## config.mk

```make
export PLATFORM = sky130hd
export DESIGN_NAME = pire_sqrt
export DESIGN_NICKNAME = d
export VERILOG_FILES = /design/src/design/pire_pkg.sv /design/src/design/pire_sqrt.sv
export SDC_FILE = /design/constraint.sdc
export NUM_CORES = 2
export LEC_CHECK = 0
export ABC_CLOCK_PERIOD_IN_PS = 4680
export BUFFER_PORTS_ARGS = -buffer_cell sky130_fd_sc_hd__buf_2
export CORE_UTILIZATION = 62
export DETAILED_ROUTE_END_ITERATION = 8
export GPL_TIMING_DRIVEN = 0
export HOLD_SLACK_MARGIN = 0.02
export PLACE_DENSITY = 0.78
export SKIP_CTS_REPAIR_TIMING = 1
export SLEW_MARGIN = 25
export SYNTH_ARGS = -nofsm -noshare
export SYNTH_HDL_FRONTEND = slang
export SYNTH_MEMORY_MAX_BITS = 65536
export SYNTH_SLANG_ARGS = --single-unit
```

## constraint.sdc

```tcl
create_clock -name clk -period 4.68 [get_ports clk]
set_clock_uncertainty 0.1 [all_clocks]
set_input_delay 0.936 -clock clk [delete_from_list [all_inputs] [get_ports clk]]
set_output_delay 0.936 -clock clk [all_outputs]
set_load 0.005 [all_outputs]
```

## src/design/pire_pkg.sv

```systemverilog
// Shared types, widths and constants for the rotated-ellipse point test.
package pire_pkg;

  // Field widths
  localparam int COORD_W   = 32;
  localparam int RAD_W     = COORD_W - 1;
  localparam int ANG_W     = 17;
  localparam int CFG_IDX_W = 3;

  // Point minus origin, focus offset and point-to-focus difference
  localparam int PD_W   = COORD_W + 1;
  localparam int OFS_W  = COORD_W + 2;
  localparam int DIFF_W = COORD_W + 2;

  // Pipelined square root: one result bit per stage
  localparam int SQ_OUT_W = DIFF_W;
  localparam int SQ_IN_W  = 2 * SQ_OUT_W;
  localparam int SQ_REM_W = SQ_OUT_W + 3;
  localparam int SQ_LAT   = SQ_OUT_W;
  localparam int SQR_W    = SQ_IN_W - 2;

  // Focal span product and scaled offsets
  localparam int NPROD_W = 2 * RAD_W + 1;
  localparam int TRIG_W  = 33;
  localparam int MAG_W   = TRIG_W - 1;
  localparam int PROD_W  = RAD_W + MAG_W;
  localparam int TRIG_FRAC = 30;

  // CORDIC
  localparam int CORDIC_STEPS = 18;
  localparam int CZ_W = 26;
  localparam int AR_W = 18;
  localparam logic signed [TRIG_W-1:0] CORDIC_GAIN = 33'sd652032874;
  localparam logic signed [AR_W-1:0] FULL_TURN    = 18'sd46080;
  localparam logic signed [AR_W-1:0] HALF_TURN    = 18'sd23040;
  localparam logic signed [AR_W-1:0] QUARTER_TURN = 18'sd11520;
  localparam logic signed [CZ_W-1:0] ATAN_TAB [CORDIC_STEPS] = '{
    26'sd2949120, 26'sd1740967, 26'sd919879, 26'sd466945, 26'sd234379,
    26'sd117304, 26'sd58666, 26'sd29335, 26'sd14668, 26'sd7334, 26'sd3667,
    26'sd1833, 26'sd917, 26'sd458, 26'sd229, 26'sd115, 26'sd57, 26'sd29
  };
  localparam int TRIG_LAT = CORDIC_STEPS + 2;

  // Pipeline latencies in register stages
  localparam int FOCUS_LAT = SQ_LAT + 3;
  localparam int PT_DELAY  = FOCUS_LAT;
  localparam int DIST_LAT  = SQ_LAT + 2;
  localparam int OUT_LAT   = PT_DELAY + DIST_LAT + 2;

  // Configuration register indexes
  localparam logic [CFG_IDX_W-1:0] CFG_ORIGIN_X = 3'd0;
  localparam logic [CFG_IDX_W-1:0] CFG_ORIGIN_Y = 3'd1;
  localparam logic [CFG_IDX_W-1:0] CFG_ORIGIN_Z = 3'd2;
  localparam logic [CFG_IDX_W-1:0] CFG_MINOR    = 3'd3;
  localparam logic [CFG_IDX_W-1:0] CFG_MAJOR    = 3'd4;
  localparam logic [CFG_IDX_W-1:0] CFG_ANGLE    = 3'd5;
  localparam logic [CFG_IDX_W-1:0] CFG_FACE     = 3'd6;

  typedef enum logic [2:0] {
    FACE_XN   = 3'd0,
    FACE_XP   = 3'd1,
    FACE_YN   = 3'd2,
    FACE_YP   = 3'd3,
    FACE_ZN   = 3'd4,
    FACE_ZP   = 3'd5,
    FACE_NONE = 3'd6
  } face_t;

  // Focus-1 offset from the center plus the degenerate-ellipse flag
  typedef struct packed {
    logic signed [OFS_W-1:0] ox;
    logic signed [OFS_W-1:0] oy;
    logic signed [OFS_W-1:0] oz;
    logic                    bad;
  } focus_t;

endpackage

```

## src/design/pire_sqrt.sv

```systemverilog
// Pipelined integer square root, one result bit per register stage.
module pire_sqrt import pire_pkg::*; (
  input  logic                clk,
  input  logic [SQ_IN_W-1:0]  radicand,
  output logic [SQ_OUT_W-1:0] root
);

  logic [SQ_REM_W-1:0] rem_q  [SQ_OUT_W];
  logic [SQ_OUT_W-1:0] root_q [SQ_OUT_W];
  logic [SQ_IN_W-1:0]  src_q  [SQ_OUT_W];

  for (genvar g = 0; g < SQ_OUT_W; g++) begin : g_stage
    logic [SQ_REM_W-1:0] rem_in;
    logic [SQ_REM_W-1:0] rem_sh;
    logic [SQ_REM_W-1:0] trial;
    logic [SQ_OUT_W-1:0] root_in;
    logic [SQ_IN_W-1:0]  src_in;
    logic                ge;

    if (g == 0) begin : g_first
      assign rem_in  = '0;
      assign root_in = '0;
      assign src_in  = radicand;
    end else begin : g_next
      assign rem_in  = rem_q[g-1];
      assign root_in = root_q[g-1];
      assign src_in  = src_q[g-1];
    end

    // bring down two radicand bits, try root*4+1
    assign rem_sh = {rem_in[SQ_REM_W-3:0], src_in[SQ_IN_W-1 -: 2]};
    assign trial  = {{(SQ_REM_W-SQ_OUT_W-2){1'b0}}, root_in, 2'b01};
    assign ge     = rem_sh >= trial;

    always_ff @(posedge clk) begin
      rem_q[g]  <= ge ? rem_sh - trial : rem_sh;
      root_q[g] <= {root_in[SQ_OUT_W-2:0], ge};
      src_q[g]  <= src_in << 2;
    end
  end

  assign root = root_q[SQ_OUT_W-1];

endmodule

```

==> impl_results.md <==
* Status: completed
* Max Cap Viol at 0
* Rows at approximately 150
* Max Freq at 224 MHz
* Crit path DAT at about 5 ns
* Final Cycle Share at 0.952
* Slowest CP cell: clkbuf_1
* CTS tree: built
* Primary flip-flop cell chosen by synthesis mapping: dfxtp_1
* Fin nets at roughly 11000
* Die span in x at about 410 um
* Final Power at ~64 mW
* # port buffers at approximately 100
* IO Pins at between 100 and 150
* Most frequent cells in the layout: 2819 x dfxtp_1, 772 x inv_1, 694 x nand2_1
* Hold Path Class: input pin to flop
* Slowest stage delay, CP at 0.62 ns
* Num CTS Buffers at between 200 and 300
* Sequential share of the synthesized area at 0.544
* CTS Buffer Depth at 4
* CP required at ~5.3 ns
* RD Place Congestion at just over 0.9
* FF/Latch Area at 0.0564 mm2
* Initial antenna violation count at 7
* Most area-consuming cells after synthesis: dfxtp_1 54%, ha_1 7.6%, xor2_1 4.0%, xnor2_1 3.9%, a21oi_1 3.2%
* DRT Pass-1 Iters at 8
* PwrDens at 548 mW/mm2
* Fin. Hold Viols at 0
* Via density at roughly 5.6
* Worst r2r path cells at 13
* P&R area growth vs syn at 12.7%
* Critical path's most frequent cell: clkbuf_1
* First-pass GRT wire length at 376000 um
* Worst slew margin at 0.214
* Hold WS at between 0.04 and 0.05 ns
* Worst skew pair latency at 0.92 ns
* CP Class: flop to flop
* Clk pin slew, worst setup/hold paths at 0.07 ns
* Core Util, Final at 0.706
* Syn Area/Cell at between 10 and 15 um2
* Startpoint Class: flop
* Die Height at around 410 um
* RSZ-0062 raised after global routing: no
* Worst R2R Start: root_q[24][23]
* Share of cells above drive strength 1 at 0.0664
* Vias in the first global route at 72564
* Routed WL at approximately 240000 um
* Synth unique cells at 88
* GRT Total Usage at 0.276
* Starting Density at 0.626
* WL/cell at about 18 um
* Crit Reg-Reg Endpoint: rem_q[25][1]
* Multi-input gate area at around 0.044 mm2
* Full die area at between 0.15 and 0.2 mm2
* Register-to-register setup slack at between 0.2 and 0.25 ns
* Setup crit end kind: flop
* Seq cells post-synth at 2819
* Antenna-violating nets left at 0
* Worst Tran Pin Value at between 1 and 1.5 ns
* Critical path, cell by cell: inv_1 -> ha_1 -> clkbuf_1 -> nand4_1 -> or3_1 -> nor2_1 -> nand4_1 -> nand3_1 -> nand2b_1 -> clkbuf_1 -> clkbuf_1 -> clkbuf_1 -> a21oi_1
* EDFF count, synth at 0
* CORE AREA at about 0.17 mm2
* Final setup viols at 0
* Leakage at 54.8 nW
* Fill cell count at approximately 12000
* Critical-path maximum fanout at 10
* CP endpoint: rem_q[25][1]
* Most common cell after layout, fill and taps aside: dfxtp_1
* DR iter-0 viols at approximately 4900
* Post-detail-place hpwl at between 150000 and 200000 um
* Tmin final at about 4.5 ns
* CTS H-Tree Depth at 5
* Fin Setup TNS at 0 ns
* CTS root buffer: clkbuf_16
* Area leader, netlist: dfxtp_1
* # DRC at 0
* Syn_nets at 10977
* Yosys top cell area share at 0.544
* Post-synth ARST share at 0
* Remaining Overflow, GRT at 0
* Max VDD drop at roughly 0.40 mV
* Synth warnings at 0
* Final Slew Violations at 0
* Worst Setup SP: root_q[24][23]
* Via Count at approximately 74000
* Largest net degree at the start of global routing at 18
* TritonCTS Sinks at 2819
* Synthesized cell area at 0.104 mm2
* Syn Inst Count at slightly above 10000
==> stage by stage <==
step / setup slack (ns) / instance area (um2) / instances
finish: 0.224 / 117000 / 13124
CTS: -0.115 / 116000 / 13061
global route: 0.0318 / 117000 / 13123
detailed placement: -0.0737 / 107000 / 12569
floorplan: 1.30 / 104000 / 10277
global placement: -0.198 / 107000 / 12568
==> kinds of logic (layout without fill, tap and decap cells) <==
logic type	Yosys count	after routing	share of synthesized area
flops	2819	2819	0.544
simple gates	2691	2691	0.128
other cells	1	2	0.0000362
buf+inv	983	1640	0.0358
fa+ha+maj	631	631	0.0761
compound gates	2131	2131	0.128
mux	80	80	0.00860
xor+xnor	941	941	0.0795
==> worst max-delay path: cells and delay by family (launching register included) <==
kind / cells / cell delay, ns
AOI/OAI and AO/OA: 1 / 0.36
DFF: 1 / 0.32
and+or+nand+nor: 6 / 1.42
adders and majority gates: 1 / 0.26
buffers and inverters: 5 / 1.78
==> sequential cells by signal (all words and copies together) (netlist names) <==
register,flops
rem_q,1102
root_q,595
src_q,1122
==> where the power goes <==
group	leakage (nW)	switching [mW]	total (mW)	internal, mW
registers	23.6	3.05	31.0	27.9
logic	26.6	6.12	10.7	4.57
clock network	4.57	9.08	22.4	13.3
==> how the worst min path moves through the flow <==
stage          slack, ns     startpoint            end  cells after the start
6_report            0.05   radicand[13]   src_q[0][13]                      1
4_1_cts            -0.05   radicand[16]   src_q[0][16]                      1
2_1_floorplan       0.21   src_q[9][18]  src_q[10][20]                      0
5_1_grt             0.02   radicand[13]   src_q[0][13]                      1
3_3_place_gp        0.21  src_q[13][42]  src_q[14][44]                      0
3_5_place_dp        0.21  src_q[13][32]  src_q[14][34]                      0
==> Yosys cell counts (all sizes together) (20+ instances only) <==
cell,number
clkbuf,179
a21boi,35
or3,120
o21bai,58
nor2b,78
nand3,168
nand4b,20
a21oi,658
a211oi,52
ha,631
dfxtp,2819
o21ai,540
and2,32
o31a,21
nand4,124
xor2,478
nand2,694
a211o,24
mux2,73
or4,75
o31ai,60
and3,69
a31oi,64
a2111oi,22
buf,28
nand2b,108
or2,44
nor2,670
o21a,115
nor4,145
o211ai,30
a21o,276
nand3b,26
inv,774
nor3,253
xnor2,463
==> area by class of cell <==
type	instances	share of cell area
flip-flops and latches	2819	0.483
multi-input cells	6475	0.373
clock buffers	388	0.0695
inverters	776	0.0249
well taps	2189	0.0234
clock inverters	104	0.0100
repair buffers	165	0.00974
plain buffers	207	0.00692
diodes	1	0.0000214
==> per-layer routing <==
metal / wire length, um / up-vias / global-route usage
met5: 0 / - / 0
met2: 118000 / 2236 / 0.488
li1: - / 36257 / -
met1: 101000 / 34789 / 0.343
met4: 7890 / 0 / 0.102
met3: 12400 / 558 / 0.0362
Power figures use the tool's default switching activity.
