==> config.mk <==
export PLATFORM = sky130hd
export DESIGN_NAME = pire_cordic
export DESIGN_NICKNAME = d
export VERILOG_FILES = /design/src/design/pire_pkg.sv /design/src/design/pire_cordic.sv
export SDC_FILE = /design/constraint.sdc
export NUM_CORES = 2
export LEC_CHECK = 0
export BUFFER_PORTS_ARGS = -buffer_cell sky130_fd_sc_hd__clkbuf_2
export CAP_MARGIN = 10
export CELL_PAD_IN_SITES_DETAIL_PLACEMENT = 1
export CELL_PAD_IN_SITES_GLOBAL_PLACEMENT = 1
export CORE_MARGIN = 1.5
export CORE_UTILIZATION = 50
export CTS_CLUSTER_SIZE = 14
export DETAILED_ROUTE_END_ITERATION = 10
export PLACE_DENSITY = 0.9
export SLEW_MARGIN = 20
export SYNTH_ARGS = -nofsm -noshare
export SYNTH_HDL_FRONTEND = slang
export SYNTH_SLANG_ARGS = --single-unit
export TNS_END_PERCENT = 10
==> constraint.sdc <==
create_clock -name clk -period 7.33 [get_ports clk]
set_input_delay 0.3665 -clock clk [delete_from_list [all_inputs] [get_ports clk]]
set_output_delay 0.3665 -clock clk [all_outputs]
set_load 0.03 [all_outputs]
==> src/design/pire_pkg.sv <==
// Shared types, widths and constants for the rotated-ellipse point test.
package pire_pkg;

  // Field widths
  localparam int COORD_W   = 32;
  localparam int RAD_W     = COORD_W - 1;
  localparam int ANG_W     = 17;
  localparam int CFG_IDX_W = 3;

  // Point minus origin, focus offset and point-to-focus difference
  localparam int PD_W   = COORD_W + 1;
  localparam int OFS_W  = COORD_W + 2;
  localparam int DIFF_W = COORD_W + 2;

  // Pipelined square root: one result bit per stage
  localparam int SQ_OUT_W = DIFF_W;
  localparam int SQ_IN_W  = 2 * SQ_OUT_W;
  localparam int SQ_REM_W = SQ_OUT_W + 3;
  localparam int SQ_LAT   = SQ_OUT_W;
  localparam int SQR_W    = SQ_IN_W - 2;

  // Focal span product and scaled offsets
  localparam int NPROD_W = 2 * RAD_W + 1;
  localparam int TRIG_W  = 33;
  localparam int MAG_W   = TRIG_W - 1;
  localparam int PROD_W  = RAD_W + MAG_W;
  localparam int TRIG_FRAC = 30;

  // CORDIC
  localparam int CORDIC_STEPS = 18;
  localparam int CZ_W = 26;
  localparam int AR_W = 18;
  localparam logic signed [TRIG_W-1:0] CORDIC_GAIN = 33'sd652032874;
  localparam logic signed [AR_W-1:0] FULL_TURN    = 18'sd46080;
  localparam logic signed [AR_W-1:0] HALF_TURN    = 18'sd23040;
  localparam logic signed [AR_W-1:0] QUARTER_TURN = 18'sd11520;
  localparam logic signed [CZ_W-1:0] ATAN_TAB [CORDIC_STEPS] = '{
    26'sd2949120, 26'sd1740967, 26'sd919879, 26'sd466945, 26'sd234379,
    26'sd117304, 26'sd58666, 26'sd29335, 26'sd14668, 26'sd7334, 26'sd3667,
    26'sd1833, 26'sd917, 26'sd458, 26'sd229, 26'sd115, 26'sd57, 26'sd29
  };
  localparam int TRIG_LAT = CORDIC_STEPS + 2;

  // Pipeline latencies in register stages
  localparam int FOCUS_LAT = SQ_LAT + 3;
  localparam int PT_DELAY  = FOCUS_LAT;
  localparam int DIST_LAT  = SQ_LAT + 2;
  localparam int OUT_LAT   = PT_DELAY + DIST_LAT + 2;

  // Configuration register indexes
  localparam logic [CFG_IDX_W-1:0] CFG_ORIGIN_X = 3'd0;
  localparam logic [CFG_IDX_W-1:0] CFG_ORIGIN_Y = 3'd1;
  localparam logic [CFG_IDX_W-1:0] CFG_ORIGIN_Z = 3'd2;
  localparam logic [CFG_IDX_W-1:0] CFG_MINOR    = 3'd3;
  localparam logic [CFG_IDX_W-1:0] CFG_MAJOR    = 3'd4;
  localparam logic [CFG_IDX_W-1:0] CFG_ANGLE    = 3'd5;
  localparam logic [CFG_IDX_W-1:0] CFG_FACE     = 3'd6;

  typedef enum logic [2:0] {
    FACE_XN   = 3'd0,
    FACE_XP   = 3'd1,
    FACE_YN   = 3'd2,
    FACE_YP   = 3'd3,
    FACE_ZN   = 3'd4,
    FACE_ZP   = 3'd5,
    FACE_NONE = 3'd6
  } face_t;

  // Focus-1 offset from the center plus the degenerate-ellipse flag
  typedef struct packed {
    logic signed [OFS_W-1:0] ox;
    logic signed [OFS_W-1:0] oy;
    logic signed [OFS_W-1:0] oz;
    logic                    bad;
  } focus_t;

endpackage

==> src/design/pire_cordic.sv <==
// Pipelined rotation CORDIC: angle in 1/128 degree to Q1.30 cosine and sine.
module pire_cordic import pire_pkg::*; (
  input  logic                     clk,
  input  logic signed [ANG_W-1:0]  angle,
  output logic signed [TRIG_W-1:0] cos_val,
  output logic signed [TRIG_W-1:0] sin_val
);

  logic signed [AR_W-1:0]   a0, r1, r2, r3, r4, r5;
  logic signed [AR_W+8:0]   zf;
  logic                     fold;
  logic signed [TRIG_W-1:0] x_q [CORDIC_STEPS+1];
  logic signed [TRIG_W-1:0] y_q [CORDIC_STEPS+1];
  logic signed [CZ_W-1:0]   z_q [CORDIC_STEPS+1];
  logic                     neg_q [CORDIC_STEPS+1];

  // wrap to one turn, center on zero, fold into +-90 degrees
  always_comb begin
    a0 = AR_W'(angle);
    r1 = (a0 < 0) ? a0 + FULL_TURN : a0;
    r2 = (r1 < 0) ? r1 + FULL_TURN : r1;
    r3 = (r2 >= FULL_TURN) ? r2 - FULL_TURN : r2;
    r4 = (r3 >= HALF_TURN) ? r3 - FULL_TURN : r3;
    fold = 1'b0;
    r5 = r4;
    if (r4 > QUARTER_TURN) begin
      r5 = r4 - HALF_TURN;
      fold = 1'b1;
    end else if (r4 < -QUARTER_TURN) begin
      r5 = r4 + HALF_TURN;
      fold = 1'b1;
    end
    zf = {r5, 9'b0};
  end

  always_ff @(posedge clk) begin
    x_q[0]   <= CORDIC_GAIN;
    y_q[0]   <= '0;
    z_q[0]   <= zf[CZ_W-1:0];
    neg_q[0] <= fold;
  end

  // one micro-rotation per stage
  for (genvar g = 0; g < CORDIC_STEPS; g++) begin : g_rot
    always_ff @(posedge clk) begin
      if (z_q[g] >= 0) begin
        x_q[g+1] <= x_q[g] - (y_q[g] >>> g);
        y_q[g+1] <= y_q[g] + (x_q[g] >>> g);
        z_q[g+1] <= z_q[g] - ATAN_TAB[g];
      end else begin
        x_q[g+1] <= x_q[g] + (y_q[g] >>> g);
        y_q[g+1] <= y_q[g] - (x_q[g] >>> g);
        z_q[g+1] <= z_q[g] + ATAN_TAB[g];
      end
      neg_q[g+1] <= neg_q[g];
    end
  end

  // undo the half-turn fold
  always_ff @(posedge clk) begin
    cos_val <= neg_q[CORDIC_STEPS] ? -x_q[CORDIC_STEPS] : x_q[CORDIC_STEPS];
    sin_val <= neg_q[CORDIC_STEPS] ? -y_q[CORDIC_STEPS] : y_q[CORDIC_STEPS];
  end

endmodule

==> results.py <==
metrics = {
    "outcome": {
        "status": "completed",
    },
    "detailed_routing": {
        "ant_nets": 0,
        "wl_per_cell_um": 22.7,
        "wirelength_um": 375000,
        "drcViolationCount": 0,
        "dr.pass1.iters": 5,
        "via_per_inst": 6.25,
        "vias": 103000,
        "drt-initial-drc-count": 7052,
    },
    "place": {
        "gp_congestion": 0.902,
        "place_ws_ns": 0.851,
        "dp_hpwl_um": 266000,
        "numPortBuffers": 83,
    },
    "clock_network": {
        "cts_sinks": 1587,
        "cts_buffers": 181,
        "cts_tree": "built",
        "clk_pin_slew_worst_paths_ns": 0.06,
        "clock_latency_ns": 0.89,
        "cts.htree.levels": 4,
        "post_cts_buffers": 0,
        "cts_root_buffer": "clkbuf_16",
        "clock_path_buffers": 3,
    },
    "timing": {
        "layout_setup_ws_ns": 0.302,
        "setup_violations": 0,
        "slew_viol_final": 0,
        "period_share_pct": 95.9,
        "hold_viol_final": 0,
        "slew_headroom_pct": 26.8,
        "tightest_slew_ns": 1.09,
        "skew_ns": 0.0582,
        "min_period_ns": 7.03,
        "tns_ns": 0,
        "rsz0062_at_grt": "false",
        "fmax_mhz": 142,
    },
    "synth": {
        "synthesis.area_um2": 113000,
        "synth_area_leader_cell": "dfxtp_1",
        "synth_cell_types": 99,
        "synthSimpleGateAreaFrac_pct": 15.9,
        "avgSynthCellArea_um2": 8.55,
        "synth-adder-area-share_pct": 17.0,
        "netlist.area_leader.share_pct": 28.2,
        "synth-xor-area-share_pct": 15.1,
        "synth.area.top_cells": "dfxtp_1 28%, ha_1 16%, xnor2_1 10%, xor2_1 4.7%, a21oi_1 4.4%",
        "synth_top_family_by_area": "compound AO/OA/AOI/OAI gates",
        "synth_edf_count": 0,
        "synth-main-ff-cell": "dfxtp_1",
        "synth_nets": 14700,
        "postSynthCellCount": 13200,
        "synth.area.mux_share_pct": 0.610,
        "synthArstFlopShare_pct": 0,
        "ys_seq_area_share_pct": 28.2,
        "synth-warning-count": 0,
        "synth_compound_area_share_pct": 20.7,
        "ys_ff_latch": 1587,
    },
    "worst_setup_path": {
        "critPathMaxFanout": 35,
        "arrival_ns": 7.81,
        "critical_path_class": "flip-flop to flip-flop",
        "cp.required_ns": 8.12,
        "endpoint_kind": "flip-flop",
        "slowest_stage": "fa_1",
        "critPathLaunchType": "flip-flop",
        "cp_slowest_stage_delay_ns": 0.50,
    },
    "floorplan": {
        "die_width_um": 478,
        "ios": 84,
        "fp.dieH_um": 478,
        "coreArea_um2": 224000,
        "initial_utilization_pct": 50.2,
        "core.rowCount": 174,
        "dieArea_um2": 228000,
    },
    "flow_run": {
        "max_cap_violations": 0,
    },
    "cells_and_area": {
        "drive_above_1_share_pct": 4.78,
        "area_growth_pct": 9.35,
        "fill_cells": 26400,
        "final_nets": 14900,
        "multi_input_area_um2": 78200,
        "seq_area_um2": 31800,
    },
    "global_route": {
        "gr-total-overflow": 0,
        "grt_usage_pct": 31.7,
        "grt_pass1_wl_um": 598000,
        "antenna_found_initial": 9,
        "grt_pass1_vias": 110000,
        "grt_max_degree": 67,
    },
    "hold_path": {
        "hold_path.class": "primary input to flip-flop",
    },
}
## path summary, 6_finish.rpt
kind	startpoint	end	slack [ns]	cells past startpoint
hold reg to reg	neg_q[15]	neg_q[16]	0.33	0
hold / removal	angle[7]	z_q[0][16]	0.18	2
setup / recovery	z_q[6][25]	x_q[1][131]	0.30	25
setup reg to reg	z_q[6][25]	x_q[1][131]	0.30	25
## metal layers
layer / vias up / GRT usage [%] / routed length, µm / part of all wire [%]
li1: 47700 / - / - / -
met1: 50700 / 36.5 / 152000 / 41
met2: 3263 / 56.6 / 185000 / 49
met3: 1297 / 4.56 / 18000 / 4.8
met4: 12 / 16.2 / 19800 / 5.3
met5: - / 0 / 115 / 0.031
## area by class of cell
class / instances / share of cell area (%)
antenna: 2 / 0.00406
tap: 2992 / 3.04
multi-input combinational: 10800 / 63.4
sequential: 1587 / 25.8
inverter: 593 / 1.81
clock buffer: 235 / 4.11
clock inverter: 99 / 1.16
timing repair buffer: 133 / 0.672
## cells in the mapped netlist (20+ instances only)
cell type / instances
a211oi_1: 98
o31ai_1: 242
or3_1: 171
nand3_1: 244
nand2_1: 873
o211ai_1: 68
ha_1: 1461
nor2_1: 950
nor4_1: 134
a21o_1: 362
a21oi_1: 988
or4_1: 73
a2111oi_0: 21
a31oi_1: 164
o41ai_1: 108
clkbuf_1: 141
fa_1: 44
xnor2_1: 1338
nor2b_1: 226
and4_1: 20
or2_2: 67
mux2i_1: 44
a31o_2: 39
nand4_1: 46
mux2_2: 22
and3_1: 150
xor2_1: 601
a21boi_0: 106
o21bai_1: 167
nand3b_1: 22
and2_1: 63
inv_1: 585
o21ai_0: 880
o211a_1: 31
o21a_1: 185
nand2b_1: 215
nor3_1: 363
o2111ai_1: 23
dfxtp_1: 1587
## critical path: cells and delay by family, from the launching register on
kind                       cells  cell delay, ns
AOI/OAI and AO/OA             12            3.20
xor gates and xnor gates       1            0.18
adders and majority gates      2            0.68
buffers and inverters          4            0.99
DFF                            1            0.33
muxes                          1            0.24
and+or+nand+nor                5            1.31
## cell families after synthesis
| logic type | after synthesis |
|---|---|
| DFF | 1587 |
| adders and majority gates | 1505 |
| muxes | 66 |
| xor gates and xnor gates | 1942 |
| AOI/OAI and AO/OA | 3663 |
| buffers and inverters | 752 |
| and+or+nand+nor | 3668 |
## repair_timing
action,CTS,global route
setup endpoints to repair,0,1
gates resized for setup,0,1
hold buffers,10,0
hold endpoints to repair,10,0
## metrics by stage
step                instance area, µm²  hold slack [ns]  utilization [%]  instances
floorplan                       113000            0.310                -      13200
global placement                117000            0.309             52.0      16100
detailed placement              117000            0.313             52.0      16100
CTS                             123000            0.119             54.9      16500
global route                    123000            0.182             54.9      16500
finish                          123000            0.175             54.9      16500
## cells in the final DEF (no fill, tap or decap), types with 106 or more instances in the layout
cell type,count
inv_1,584
o41ai_1,107
o21ai_0,880
a21boi_0,106
nor4_1,133
and3_1,150
xor2_1,601
nand2b_1,215
o31ai_1,242
ha_1,1461
nand3_1,244
xnor2_1,1338
a21oi_1,988
nor2b_1,225
a21o_1,362
nand2_1,873
o21a_1,185
a31oi_1,164
nor3_1,363
nor2_1,943
o21bai_1,167
dfxtp_1,1580
or3_1,171
clkbuf_16,181
## sequential cells by signal (all words and copies together) (netlist names)
name	cells
cos_val	33
x_q	537
neg_q	19
z_q	404
sin_val	33
y_q	561
Power is left out: the tool's default activity adds up to more than one toggle a clock period on the data nets, which glitch-free logic cannot reach.
